===== src/rtl/gradient_noise_2d_defines.svh =====
// Assertion macros for the gradient noise block.
`ifndef GRADIENT_NOISE_2D_DEFINES_SVH
`define GRADIENT_NOISE_2D_DEFINES_SVH

`ifndef SYNTHESIS

// Condition must hold at every clock edge out of reset.
`define GN2D_CHECK(lbl, cond) \
   lbl: assert property (@(posedge clock) disable iff (reset) (cond)) \
      else $error("gn2d check failed");

// Antecedent true implies consequent in the same cycle.
`define GN2D_IMPLY(lbl, ante, cons) \
   lbl: assert property (@(posedge clock) disable iff (reset) (ante) |-> (cons)) \
      else $error("gn2d implication failed");

`else

`define GN2D_CHECK(lbl, cond)
`define GN2D_IMPLY(lbl, ante, cons)

`endif

`endif


===== src/rtl/gn2d_pkg.sv =====
// Shared types and constants for the gradient noise block.
package gn2d_pkg;

   localparam int COORD_W = 32;
   localparam int OUT_W   = 18;

   // Corner hash constants
   localparam logic [31:0] HASH_K1 = 32'd374761393;
   localparam logic [31:0] HASH_K2 = 32'd668265263;
   localparam logic [31:0] HASH_K3 = 32'd1274126177;
   localparam int          HASH_SH1 = 13;
   localparam int          HASH_SH2 = 16;

   // Smootherstep Horner coefficients
   localparam int FADE_C6  = 6;
   localparam int FADE_C15 = 15;
   localparam int FADE_C10 = 10;

   // Gradient picked by the low hash bits
   typedef enum logic [1:0] {
      GRAD_POS_X = 2'd0,
      GRAD_NEG_X = 2'd1,
      GRAD_POS_Z = 2'd2,
      GRAD_NEG_Z = 2'd3
   } grad_type;

endpackage


===== src/rtl/gn2d_fade.sv =====
// Five-stage smootherstep pipeline, 6t^5 - 15t^4 + 10t^3 by Horner's rule.
module gn2d_fade
   import gn2d_pkg::*;
#(
   parameter int FRAC_BITS = 16
) (
   input  logic                        clock,
   input  logic [FRAC_BITS-1:0]        frac,
   output logic signed [FRAC_BITS+1:0] weight
);

   localparam int AW = FRAC_BITS + 6;           // Horner terms, within (-16, 16)
   localparam int PW = FRAC_BITS + 1 + AW;      // t times a Horner term
   localparam logic signed [AW-1:0] C15 = AW'(FADE_C15 * (1 << FRAC_BITS));
   localparam logic signed [AW-1:0] C10 = AW'(FADE_C10 * (1 << FRAC_BITS));

   logic [FRAC_BITS-1:0]  t_ff [4];
   logic signed [AW-1:0]  a_ff;
   logic signed [PW-1:0]  pa_ff;
   logic signed [PW-1:0]  pb_ff;
   logic signed [PW-1:0]  pc_ff;
   logic signed [PW-1:0]  pd_ff;

   logic signed [AW-1:0]        t_ext;
   logic signed [AW-1:0]        a_in;
   logic signed [AW-1:0]        b_term;
   logic signed [FRAC_BITS:0]   ts1;
   logic signed [FRAC_BITS:0]   ts2;
   logic signed [FRAC_BITS:0]   ts3;
   logic signed [FRAC_BITS:0]   ts4;

   always_comb begin
      t_ext  = $signed(AW'(frac));
      a_in   = t_ext * AW'(FADE_C6) - C15;
      ts1    = $signed({1'b0, t_ff[0]});
      ts2    = $signed({1'b0, t_ff[1]});
      ts3    = $signed({1'b0, t_ff[2]});
      ts4    = $signed({1'b0, t_ff[3]});
      // upper bits of a product are the floor of product / 2^F
      b_term = $signed(pa_ff[FRAC_BITS +: AW]) + C10;
   end

   always_ff @(posedge clock) begin
      t_ff[0] <= frac;
      t_ff[1] <= t_ff[0];
      t_ff[2] <= t_ff[1];
      t_ff[3] <= t_ff[2];
      a_ff    <= a_in;
      pa_ff   <= ts1 * a_ff;
      pb_ff   <= ts2 * b_term;
      pc_ff   <= ts3 * $signed(pb_ff[FRAC_BITS +: AW]);
      pd_ff   <= ts4 * $signed(pc_ff[FRAC_BITS +: AW]);
   end

   // result lies in [0, 1]
   assign weight = $signed(pd_ff[FRAC_BITS +: FRAC_BITS+2]);

endmodule


===== config.mk =====
export PLATFORM = sky130hd
export DESIGN_NAME = gn2d_fade
export DESIGN_NICKNAME = d
export VERILOG_FILES = /design/src/rtl/gradient_noise_2d_defines.svh /design/src/rtl/gn2d_pkg.sv /design/src/rtl/gn2d_fade.sv
export SDC_FILE = /design/constraint.sdc
export NUM_CORES = 2
export LEC_CHECK = 0
export BUFFER_PORTS_ARGS = -buffer_cell sky130_fd_sc_hd__buf_4
export CAP_MARGIN = 40
export CORE_ASPECT_RATIO = 0.5
export CORE_UTILIZATION = 31
export DETAILED_ROUTE_END_ITERATION = 6
export PLACE_DENSITY = 0.51
export REMOVE_ABC_BUFFERS = 1
export SLEW_MARGIN = 20
export SYNTH_ARGS = -nofsm -noshare
export SYNTH_HDL_FRONTEND = slang
export SYNTH_SLANG_ARGS = --single-unit

===== constraint.sdc =====
create_clock -name clock -period 7.2 [get_ports clock]
set_clock_uncertainty 0.05 [all_clocks]
set_input_delay 0.72 -clock clock [delete_from_list [all_inputs] [get_ports clock]]
set_output_delay 0.72 -clock clock [all_outputs]
set_load 0.005 [all_outputs]

==> results.yml <==
floorplan:
  coreArea_um2: 165000
  dieArea_um2: 168000
  ios: 35
  start_util: 0.314
  die_h_um: 291
  rows: 105
  die_x_um: 580
clocking:
  clk_path_buf_depth: 2
  clk_latency_ps: 540
  cts_hold_buf: 0
  cts_setup_buffers: 0
  clkTransAtPathRegs_ps: 90
  cts_num_sinks: 166
  root_buffer: "clkbuf_16"
  numCtsBuffers: 17
  cts-htree-levels: 4
  cts.repair.resized: 0
  cts_tree: "done"
finish:
  fin_cells: 7968
  layout-drive-gt1-share: 0.0511
  synthToLayoutAreaGrowth_pct: 8.54
  fin_nets: 7470
  final_util: 0.341
timing:
  slew_headroom: 0.423
  setup_violations: 0
  period_share: 0.953
  fmax_mhz: 146
  tightest_slew_ps: 865
  rsz0062_at_grt: "no"
  fin_crit_ps: 6860
  drv_slew: 0
  final.setup.worst_slack_ps: 336
  hold_viol_final: 0
  timing.setup.tns_ps: 0
logic_synthesis:
  ys_seq_area_frac: 0.0643
  synth_top_area_frac: 0.507
  synth_edf_count: 0
  synthTopCellsByCount: "inv_1, fa_1, nand2_1"
  synth-main-ff-cell: "dfxtp_1"
  syn_area_um2: 51700
  yosysMostFrequentCell: "inv_1"
  avgSynthCellArea_um2: 9.04
  netlist.top_cell.by_area: "fa_1"
  ys_ff_latch: 166
  synth_cells: 5717
  yosys_warnings: 0
  synth_area_leaders: "fa_1, inv_1, ha_1, nand2_1, dfxtp_1"
  synthArstFlopShare: 0
  ys_types: 67
setup_path:
  crit_buf_inv: 5
  critPathTopFamily: "adder cells"
  worst_setup_path_end_kind: "flip-flop"
  max_stage_delay_ps: 650
  crit_required_ps: 7590
  crit_path_max_fanout: 9
  setup.worst_path.class: "flip-flop to flip-flop"
  cp-start-kind: "flip-flop"
  critPathMostFrequentCell: "fa_1"
  path_cells: "buf_4 -> nand2_1 -> fa_1 -> inv_1 -> fa_1 -> fa_1 -> fa_1 -> fa_1 -> inv_1 -> fa_1 -> inv_1 -> ha_1 -> nand4_1 -> or3_1 -> o32a_1 -> and2_1 -> a211oi_1 -> buf_4 -> or4_1 -> a2111o_1 -> o211ai_1"
  cp_slowest_cell: "dfxtp_1"
  critPathArrivalTime_ps: 7250
global_route:
  grt_pass1_vias: 38600
  grt_overflow_total: 0
  grt_pass1_wl_um: 210000
  grt_use_total: 0.158
  antenna_found_initial: 5
  grt_max_degree: 28
job:
  drv_cap: 0
route:
  avgViaCountPerCell: 4.34
  firstDrtPassIters: 5
  drt_iter0_drc: 1531
  wire_per_inst_um: 15.8
  ant_nets: 0
  drc_errors: 0
  vias: 34600
  wirelength_um: 126000
placement:
  post-dp-hpwl_um: 109000
  port_buffers: 34
  placed_cells: 7936
  globalplace.congestion: 0.829
  place_ws_ps: 223
status:
  status: "complete, no violations"
worst_hold_path:
  hold_path.class: "input port to flip-flop"
==> registers in the layout (all words and copies together), names as in the netlist <==
signal / cells
a_ff: 18
t_ff: 64
pb_ff: 22
pd_ff: 18
pa_ff: 22
pc_ff: 22
==> layout by cell type, fill, tap and decap left out, types with 5 or more instances in the layout <==
cell type	instances
a21oi_1	84
fa_1	1308
a211oi_1	14
nand3_1	27
ha_1	383
and3_1	16
nand2b_1	20
o211ai_1	8
xnor2_1	106
nor2b_1	18
buf_12	5
xor2_1	32
inv_1	1679
o21ai_0	38
a31oi_1	5
nand2_1	916
o21bai_1	8
buf_4	232
nand4_1	9
clkbuf_16	17
a21o_1	26
a211o_1	8
nor2_1	71
o21a_1	15
nor3_1	20
dfxtp_1	163
and2_1	443
==> cell families (layout without fill, tap and decap cells) <==
logic type / after synthesis / in the layout / synth area share
buf+inv: 1893 / 1950 / 0.137
fa+ha+maj: 1691 / 1691 / 0.599
other cells: 0 / 1 / 0
compound gates: 258 / 258 / 0.0335
mux: 2 / 2 / 0.000387
simple gates: 1567 / 1567 / 0.141
flops: 166 / 166 / 0.0643
xor+xnor: 140 / 140 / 0.0237
==> per-layer routing <==
metal | share of wire | GRT usage | vias up
li1 | - | - | 16300
met1 | 0.50 | 0.228 | 17600
met2 | 0.45 | 0.255 | 591
met3 | 0.037 | 0.0182 | 104
met4 | 0.014 | 0.0290 | 0
met5 | 0 | 0 | -
==> per-stage QoR <==
stage	hold slack [ps]	cell area (µm²)
after CTS	198	56100
after detailed placement	502	55500
after global placement	499	55500
after floorplan	440	50900
after global routing	211	56100
final	236	56100
==> worst register-to-register path: stages, from the launching register on <==
cell and delay [ps]:
dfxtp_1 650, buf_4 280, nand2_1 110, fa_1 590
inv_1 70, fa_1 500, fa_1 570, fa_1 450
fa_1 510, inv_1 50, fa_1 490, inv_1 60
ha_1 330, nand4_1 140, or3_1 120, o32a_1 170
and2_1 280, a211oi_1 110, buf_4 150, or4_1 590
a2111o_1 400, o211ai_1 100
==> layout make-up <==
cell class / count / area [µm²]
antenna: 1 / 2.50
clock inverter: 14 / 141
sequential: 166 / 3330
multi-input combinational: 3658 / 41300
inverter: 1679 / 6300
timing repair buffer: 240 / 1890
fill: 17200 / 109000
tap: 2193 / 2740
clock buffer: 17 / 425
==> final timing paths <==
check	startpoint	end	slack, ps	depth (start not counted)
min	frac[0]	t_ff[0][0]$_DFF_P_	240	1
max	pa_ff[25]$_DFF_P_	pb_ff[37]$_DFF_P_	340	21
min reg2reg	t_ff[1][3]$_DFF_P_	t_ff[2][3]$_DFF_P_	520	0
max reg2reg	pa_ff[25]$_DFF_P_	pb_ff[37]$_DFF_P_	340	21
Power is left out: the tool's default activity adds up to more than one toggle a clock period on the data nets, which glitch-free logic cannot reach.
