## config.mk

```make
export PLATFORM = sky130hd
export DESIGN_NAME = gn2d_hash
export DESIGN_NICKNAME = d
export VERILOG_FILES = /design/src/rtl/gradient_noise_2d_defines.svh /design/src/rtl/gn2d_pkg.sv /design/src/rtl/gn2d_hash.sv
export SDC_FILE = /design/constraint.sdc
export NUM_CORES = 2
export LEC_CHECK = 0
export ABC_AREA = 1
export BUFFER_PORTS_ARGS = -buffer_cell sky130_fd_sc_hd__buf_2
export CAP_MARGIN = 20
export CORE_MARGIN = 1
export CORE_UTILIZATION = 38
export CTS_CLUSTER_SIZE = 28
export DETAILED_ROUTE_END_ITERATION = 7
export PLACE_DENSITY = 0.61
export SLEW_MARGIN = 40
export SYNTH_ARGS = -nofsm -noshare
export SYNTH_HDL_FRONTEND = slang
export SYNTH_SLANG_ARGS = --single-unit
```

## constraint.sdc

```tcl
create_clock -name clock -period 8.5 [get_ports clock]
set_input_delay 0.425 -clock clock [delete_from_list [all_inputs] [get_ports clock]]
set_output_delay 0.425 -clock clock [all_outputs]
set_load 0.01 [all_outputs]
```

## src/rtl/gradient_noise_2d_defines.svh

```systemverilog
// Assertion macros for the gradient noise block.
`ifndef GRADIENT_NOISE_2D_DEFINES_SVH
`define GRADIENT_NOISE_2D_DEFINES_SVH

`ifndef SYNTHESIS

// Condition must hold at every clock edge out of reset.
`define GN2D_CHECK(lbl, cond) \
   lbl: assert property (@(posedge clock) disable iff (reset) (cond)) \
      else $error("gn2d check failed");

// Antecedent true implies consequent in the same cycle.
`define GN2D_IMPLY(lbl, ante, cons) \
   lbl: assert property (@(posedge clock) disable iff (reset) (ante) |-> (cons)) \
      else $error("gn2d implication failed");

`else

`define GN2D_CHECK(lbl, cond)
`define GN2D_IMPLY(lbl, ante, cons)

`endif

`endif

```

## src/rtl/gn2d_pkg.sv

```systemverilog
// Shared types and constants for the gradient noise block.
package gn2d_pkg;

   localparam int COORD_W = 32;
   localparam int OUT_W   = 18;

   // Corner hash constants
   localparam logic [31:0] HASH_K1 = 32'd374761393;
   localparam logic [31:0] HASH_K2 = 32'd668265263;
   localparam logic [31:0] HASH_K3 = 32'd1274126177;
   localparam int          HASH_SH1 = 13;
   localparam int          HASH_SH2 = 16;

   // Smootherstep Horner coefficients
   localparam int FADE_C6  = 6;
   localparam int FADE_C15 = 15;
   localparam int FADE_C10 = 10;

   // Gradient picked by the low hash bits
   typedef enum logic [1:0] {
      GRAD_POS_X = 2'd0,
      GRAD_NEG_X = 2'd1,
      GRAD_POS_Z = 2'd2,
      GRAD_NEG_Z = 2'd3
   } grad_type;

endpackage

```

## src/rtl/gn2d_hash.sv

```systemverilog
// Three-stage corner hash: gradient choice for the four cell corners.
module gn2d_hash
   import gn2d_pkg::*;
(
   input  logic        clock,
   input  logic [31:0] cell_x,
   input  logic [31:0] cell_z,
   output grad_type    grad_sel [4]
);

   logic [31:0] ax_ff;
   logic [31:0] az_ff;
   logic [31:0] mix_ff [4];
   logic [31:0] mul_ff [4];

   // stage 1: per-axis products, shared by all four corners
   always_ff @(posedge clock) begin
      ax_ff <= cell_x * HASH_K1;
      az_ff <= cell_z * HASH_K2;
   end

   for (genvar c = 0; c < 4; c++) begin : g_corner
      // (x+1)*K1 = x*K1 + K1, likewise for z
      localparam logic [31:0] OFS = ((c % 2) != 0 ? HASH_K1 : 32'd0) +
                                    ((c / 2) != 0 ? HASH_K2 : 32'd0);
      logic [31:0] h_sum;
      logic [31:0] h_asr;

      always_comb begin
         h_sum = ax_ff + az_ff + OFS;
         h_asr = 32'($signed(h_sum) >>> HASH_SH1);
      end

      // stage 2: xor-shift, stage 3: final multiply
      always_ff @(posedge clock) begin
         mix_ff[c] <= h_sum ^ h_asr;
         mul_ff[c] <= mix_ff[c] * HASH_K3;
      end

      // low two bits of h ^ (h >>> 16)
      assign grad_sel[c] = grad_type'(mul_ff[c][1:0] ^ mul_ff[c][HASH_SH2+1:HASH_SH2]);
   end

endmodule

```

==> results by group <==
Placement
  – DP HPWL: 75.9 mm
  – Routability Congestion: 0.971
  – PortBufs: 70

Critical path
  – Critical Path End: ax_ff[28]$_DFF_P_
  – Setup crit end kind: register
  – CP max FO: 9
  – End of the worst register-to-register path: mul_ff[1][17]$_DFF_P_
  – Arr. time, crit path: 6580 ps
  – Worst-case reg-to-reg path depth: 21
  – R2R setup slack: 2970 ps
  – CP Launch Point: cell_x[5]
  – CP startpoint kind: input pin
  – CP required: 8850 ps
  – Crit path kind: input pin to register
  – R2r startpoint: mix_ff[1][5]$_DFF_P_

STA
  – Final Critical Period: 6240 ps
  – Clk_skew: 8.42 ps
  – Final hold vios: 0
  – RSZ-0062 raised after global routing: no
  – Final Max Slew Viols: 0
  – Setup_tns: 0 ps
  – Final worst-path cycle share: 73.4%
  – Highest Clock Rate: 0.160 GHz
  – Slew headroom: 51.2%
  – Worst slew pin tran: 730 ps
  – # setup viols final: 0

Synth
  – Synthesis Warnings: 0
  – Synthesized cell area: 0.0346 mm2
  – Yosys top cell area share: 32.0%
  – Post-synth ARST share: 0%
  – Netlist cell types: 44
  – Synth area leader: fa_1
  – Top_reg_cell synth: dfxtp_1
  – Yosys reg bits: 150
  – Seq/Total Area, Yosys: 8.69%
  – Post-synthesis average cell area: 8.64 um2
  – Post-Syn Nets: 5255
  – Number of synthesized flops with an enable pin: 0
  – Syn Inst Count: 4000
  – Top cells by area, synth: fa_1, ha_1, inv_1

CTS
  – Worst-Skew Late Latency: 460 ps
  – CTS buffer count: 17
  – Clk sink count: 150
  – Post-CTS Hold Buffers: 0
  – Root buf cell: clkbuf_16
  – H-tree depth: 4
  – Post-cts sizing count: 0
  – Maximum clock insertion buffer count: 2
  – CTS clk-pin slew, worst paths: 60 ps
  – CTS tree: yes
  – Setup bufs post-CTS: 0

Cells and area
  – Antenna diode count: 0
  – Share of cells above drive strength 1: 3.73%
  – Layout Nets: 5342
  – Syn-to-layout area delta: 6.96%

Route
  – Via/cell ratio: 4.72
  – WL final: 84.7 mm
  – Drc violations: 0
  – Post-route ant nets: 0
  – Vias: 24.9k
  – DR iter-0 viols: 1131
  – DR pass1 iterations: 6
  – WL/cell: 16.1 um

Min path
  – Worst hold-check path type: input pin to register

Run status
  – Status: completed

Floorplan
  – Die X: 304 um
  – Initial Util: 38.4%
  – Die height: 304 um
  – FP Rows: 110
  – Ports: 73
  – Core area: 0.0900 mm2
  – Die area: 0.0921 mm2

Global routing
  – Number of global-route vias before repair: 26.2k
  – Initial antenna violation count: 0
  – Total track usage: 19.3%
  – Global-route wire length before repair: 137 mm
  – Pin count of the biggest net entering global routing: 17
  – GRT overflow: 0

Flow run
  – Max-Cap Viols: 0
sequential cells by signal (all words and copies together) (netlist names):
name	count
mix_ff	72
ax_ff	31
az_ff	31
mul_ff	16
per-stage QoR:
step	cells	instance area, um2	setup WS, ps	util (%)	hold slack (ps)
2_1_floorplan	4000	34600	2600	-	408
3_3_place_gp	5244	36400	1790	40.4	500
3_5_place_dp	5244	36400	1800	40.4	502
4_1_cts	5275	37000	2280	41.1	237
5_1_grt	5275	37000	1890	41.1	245
6_report	5275	37000	2260	41.1	251
final cells by class:
cell class | instances | area (um2)
timing repair buffer | 70 | 350
sequential | 150 | 3000
clock buffer | 17 | 425
clock inverter | 14 | 164
multi-input combinational | 2678 | 27200
tap | 1176 | 1470
fill | 9216 | 53000
inverter | 1170 | 4390
metal layers:
layer	GRT usage [%]	up-vias	share of wire, %
met1	25.1	11983	45
met2	33.4	553	48
met5	0	-	0
met4	6.45	0	3.4
met3	2.06	133	3.9
li1	-	12242	-
cell usage after synthesis, types with 5 or more instances:
| cell | instances |
|---|---|
| inv_1 | 1164 |
| ha_1 | 638 |
| nand2_1 | 570 |
| fa_1 | 552 |
| xor2_1 | 163 |
| dfxtp_1 | 150 |
| nor2_1 | 136 |
| xnor2_1 | 134 |
| a21oi_1 | 132 |
| nand3_1 | 127 |
| nand4_1 | 52 |
| o21ai_0 | 48 |
| nand2_2 | 23 |
| nor3_1 | 16 |
| nand3b_1 | 9 |
| nor2_2 | 7 |
| xor2_2 | 7 |
| o211ai_1 | 6 |
| o31ai_1 | 6 |
| a31oi_1 | 5 |
| and2_1 | 5 |
| inv_2 | 5 |
| o21ai_1 | 5 |
cell usage in the layout, fill, tap and decap left out, drive strengths merged, types with 5 or more instances in the layout:
| master | Yosys | final |
|---|---|---|
| inv | 1169 | 1178 |
| nand4 | 52 | 52 |
| nor3 | 16 | 16 |
| xor2 | 170 | 170 |
| and2 | 5 | 5 |
| o21ai | 54 | 54 |
| o31ai | 6 | 6 |
| buf | 2 | 70 |
| a21oi | 133 | 133 |
| nand3b | 9 | 9 |
| nand2 | 595 | 595 |
| o211ai | 7 | 7 |
| ha | 638 | 638 |
| nand3 | 131 | 131 |
| clkbuf | 0 | 17 |
| xnor2 | 134 | 134 |
| a31oi | 5 | 5 |
| dfxtp | 150 | 150 |
| nor2 | 143 | 143 |
| fa | 552 | 552 |
critical path, stage by stage:
cell	delay [ps]
buf_2	270
inv_1	220
fa_1	570
inv_1	50
fa_1	370
fa_1	440
ha_1	290
inv_1	50
fa_1	500
inv_1	60
fa_1	440
fa_1	570
inv_1	80
fa_1	480
inv_1	40
ha_1	330
a21oi_1	170
inv_1	70
a21oi_1	130
a21boi_0	300
o21ai_0	190
a21oi_1	250
o21ai_0	130
xor2_1	150
how the worst min path moves through the flow:
| stage | startpoint | endpoint | slack [ps] | depth (start not counted) |
|---|---|---|---|---|
| finish | cell_x[3] | ax_ff[3]$_DFF_P_ | 250 | 1 |
| global placement | mix_ff[3][1]$_DFF_P_ | mul_ff[3][1]$_DFF_P_ | 500 | 0 |
| floorplan | mix_ff[3][1]$_DFF_P_ | mul_ff[3][1]$_DFF_P_ | 410 | 0 |
| CTS | cell_x[3] | ax_ff[3]$_DFF_P_ | 240 | 1 |
| global route | cell_x[3] | ax_ff[3]$_DFF_P_ | 240 | 1 |
| detailed placement | mix_ff[2][1]$_DFF_P_ | mul_ff[2][1]$_DFF_P_ | 500 | 0 |
kinds of logic after synthesis:
family          count (synthesis)  share of synthesized area (%)
compound gates                222                           3.49
xor+xnor                      309                           8.19
fa+ha+maj                    1190                           55.1
buf+inv                      1172                           12.7
flops                         150                           8.69
simple gates                  957                           11.8
Power is left out: the tool's default activity adds up to more than one toggle a clock period on the data nets, which glitch-free logic cannot reach.
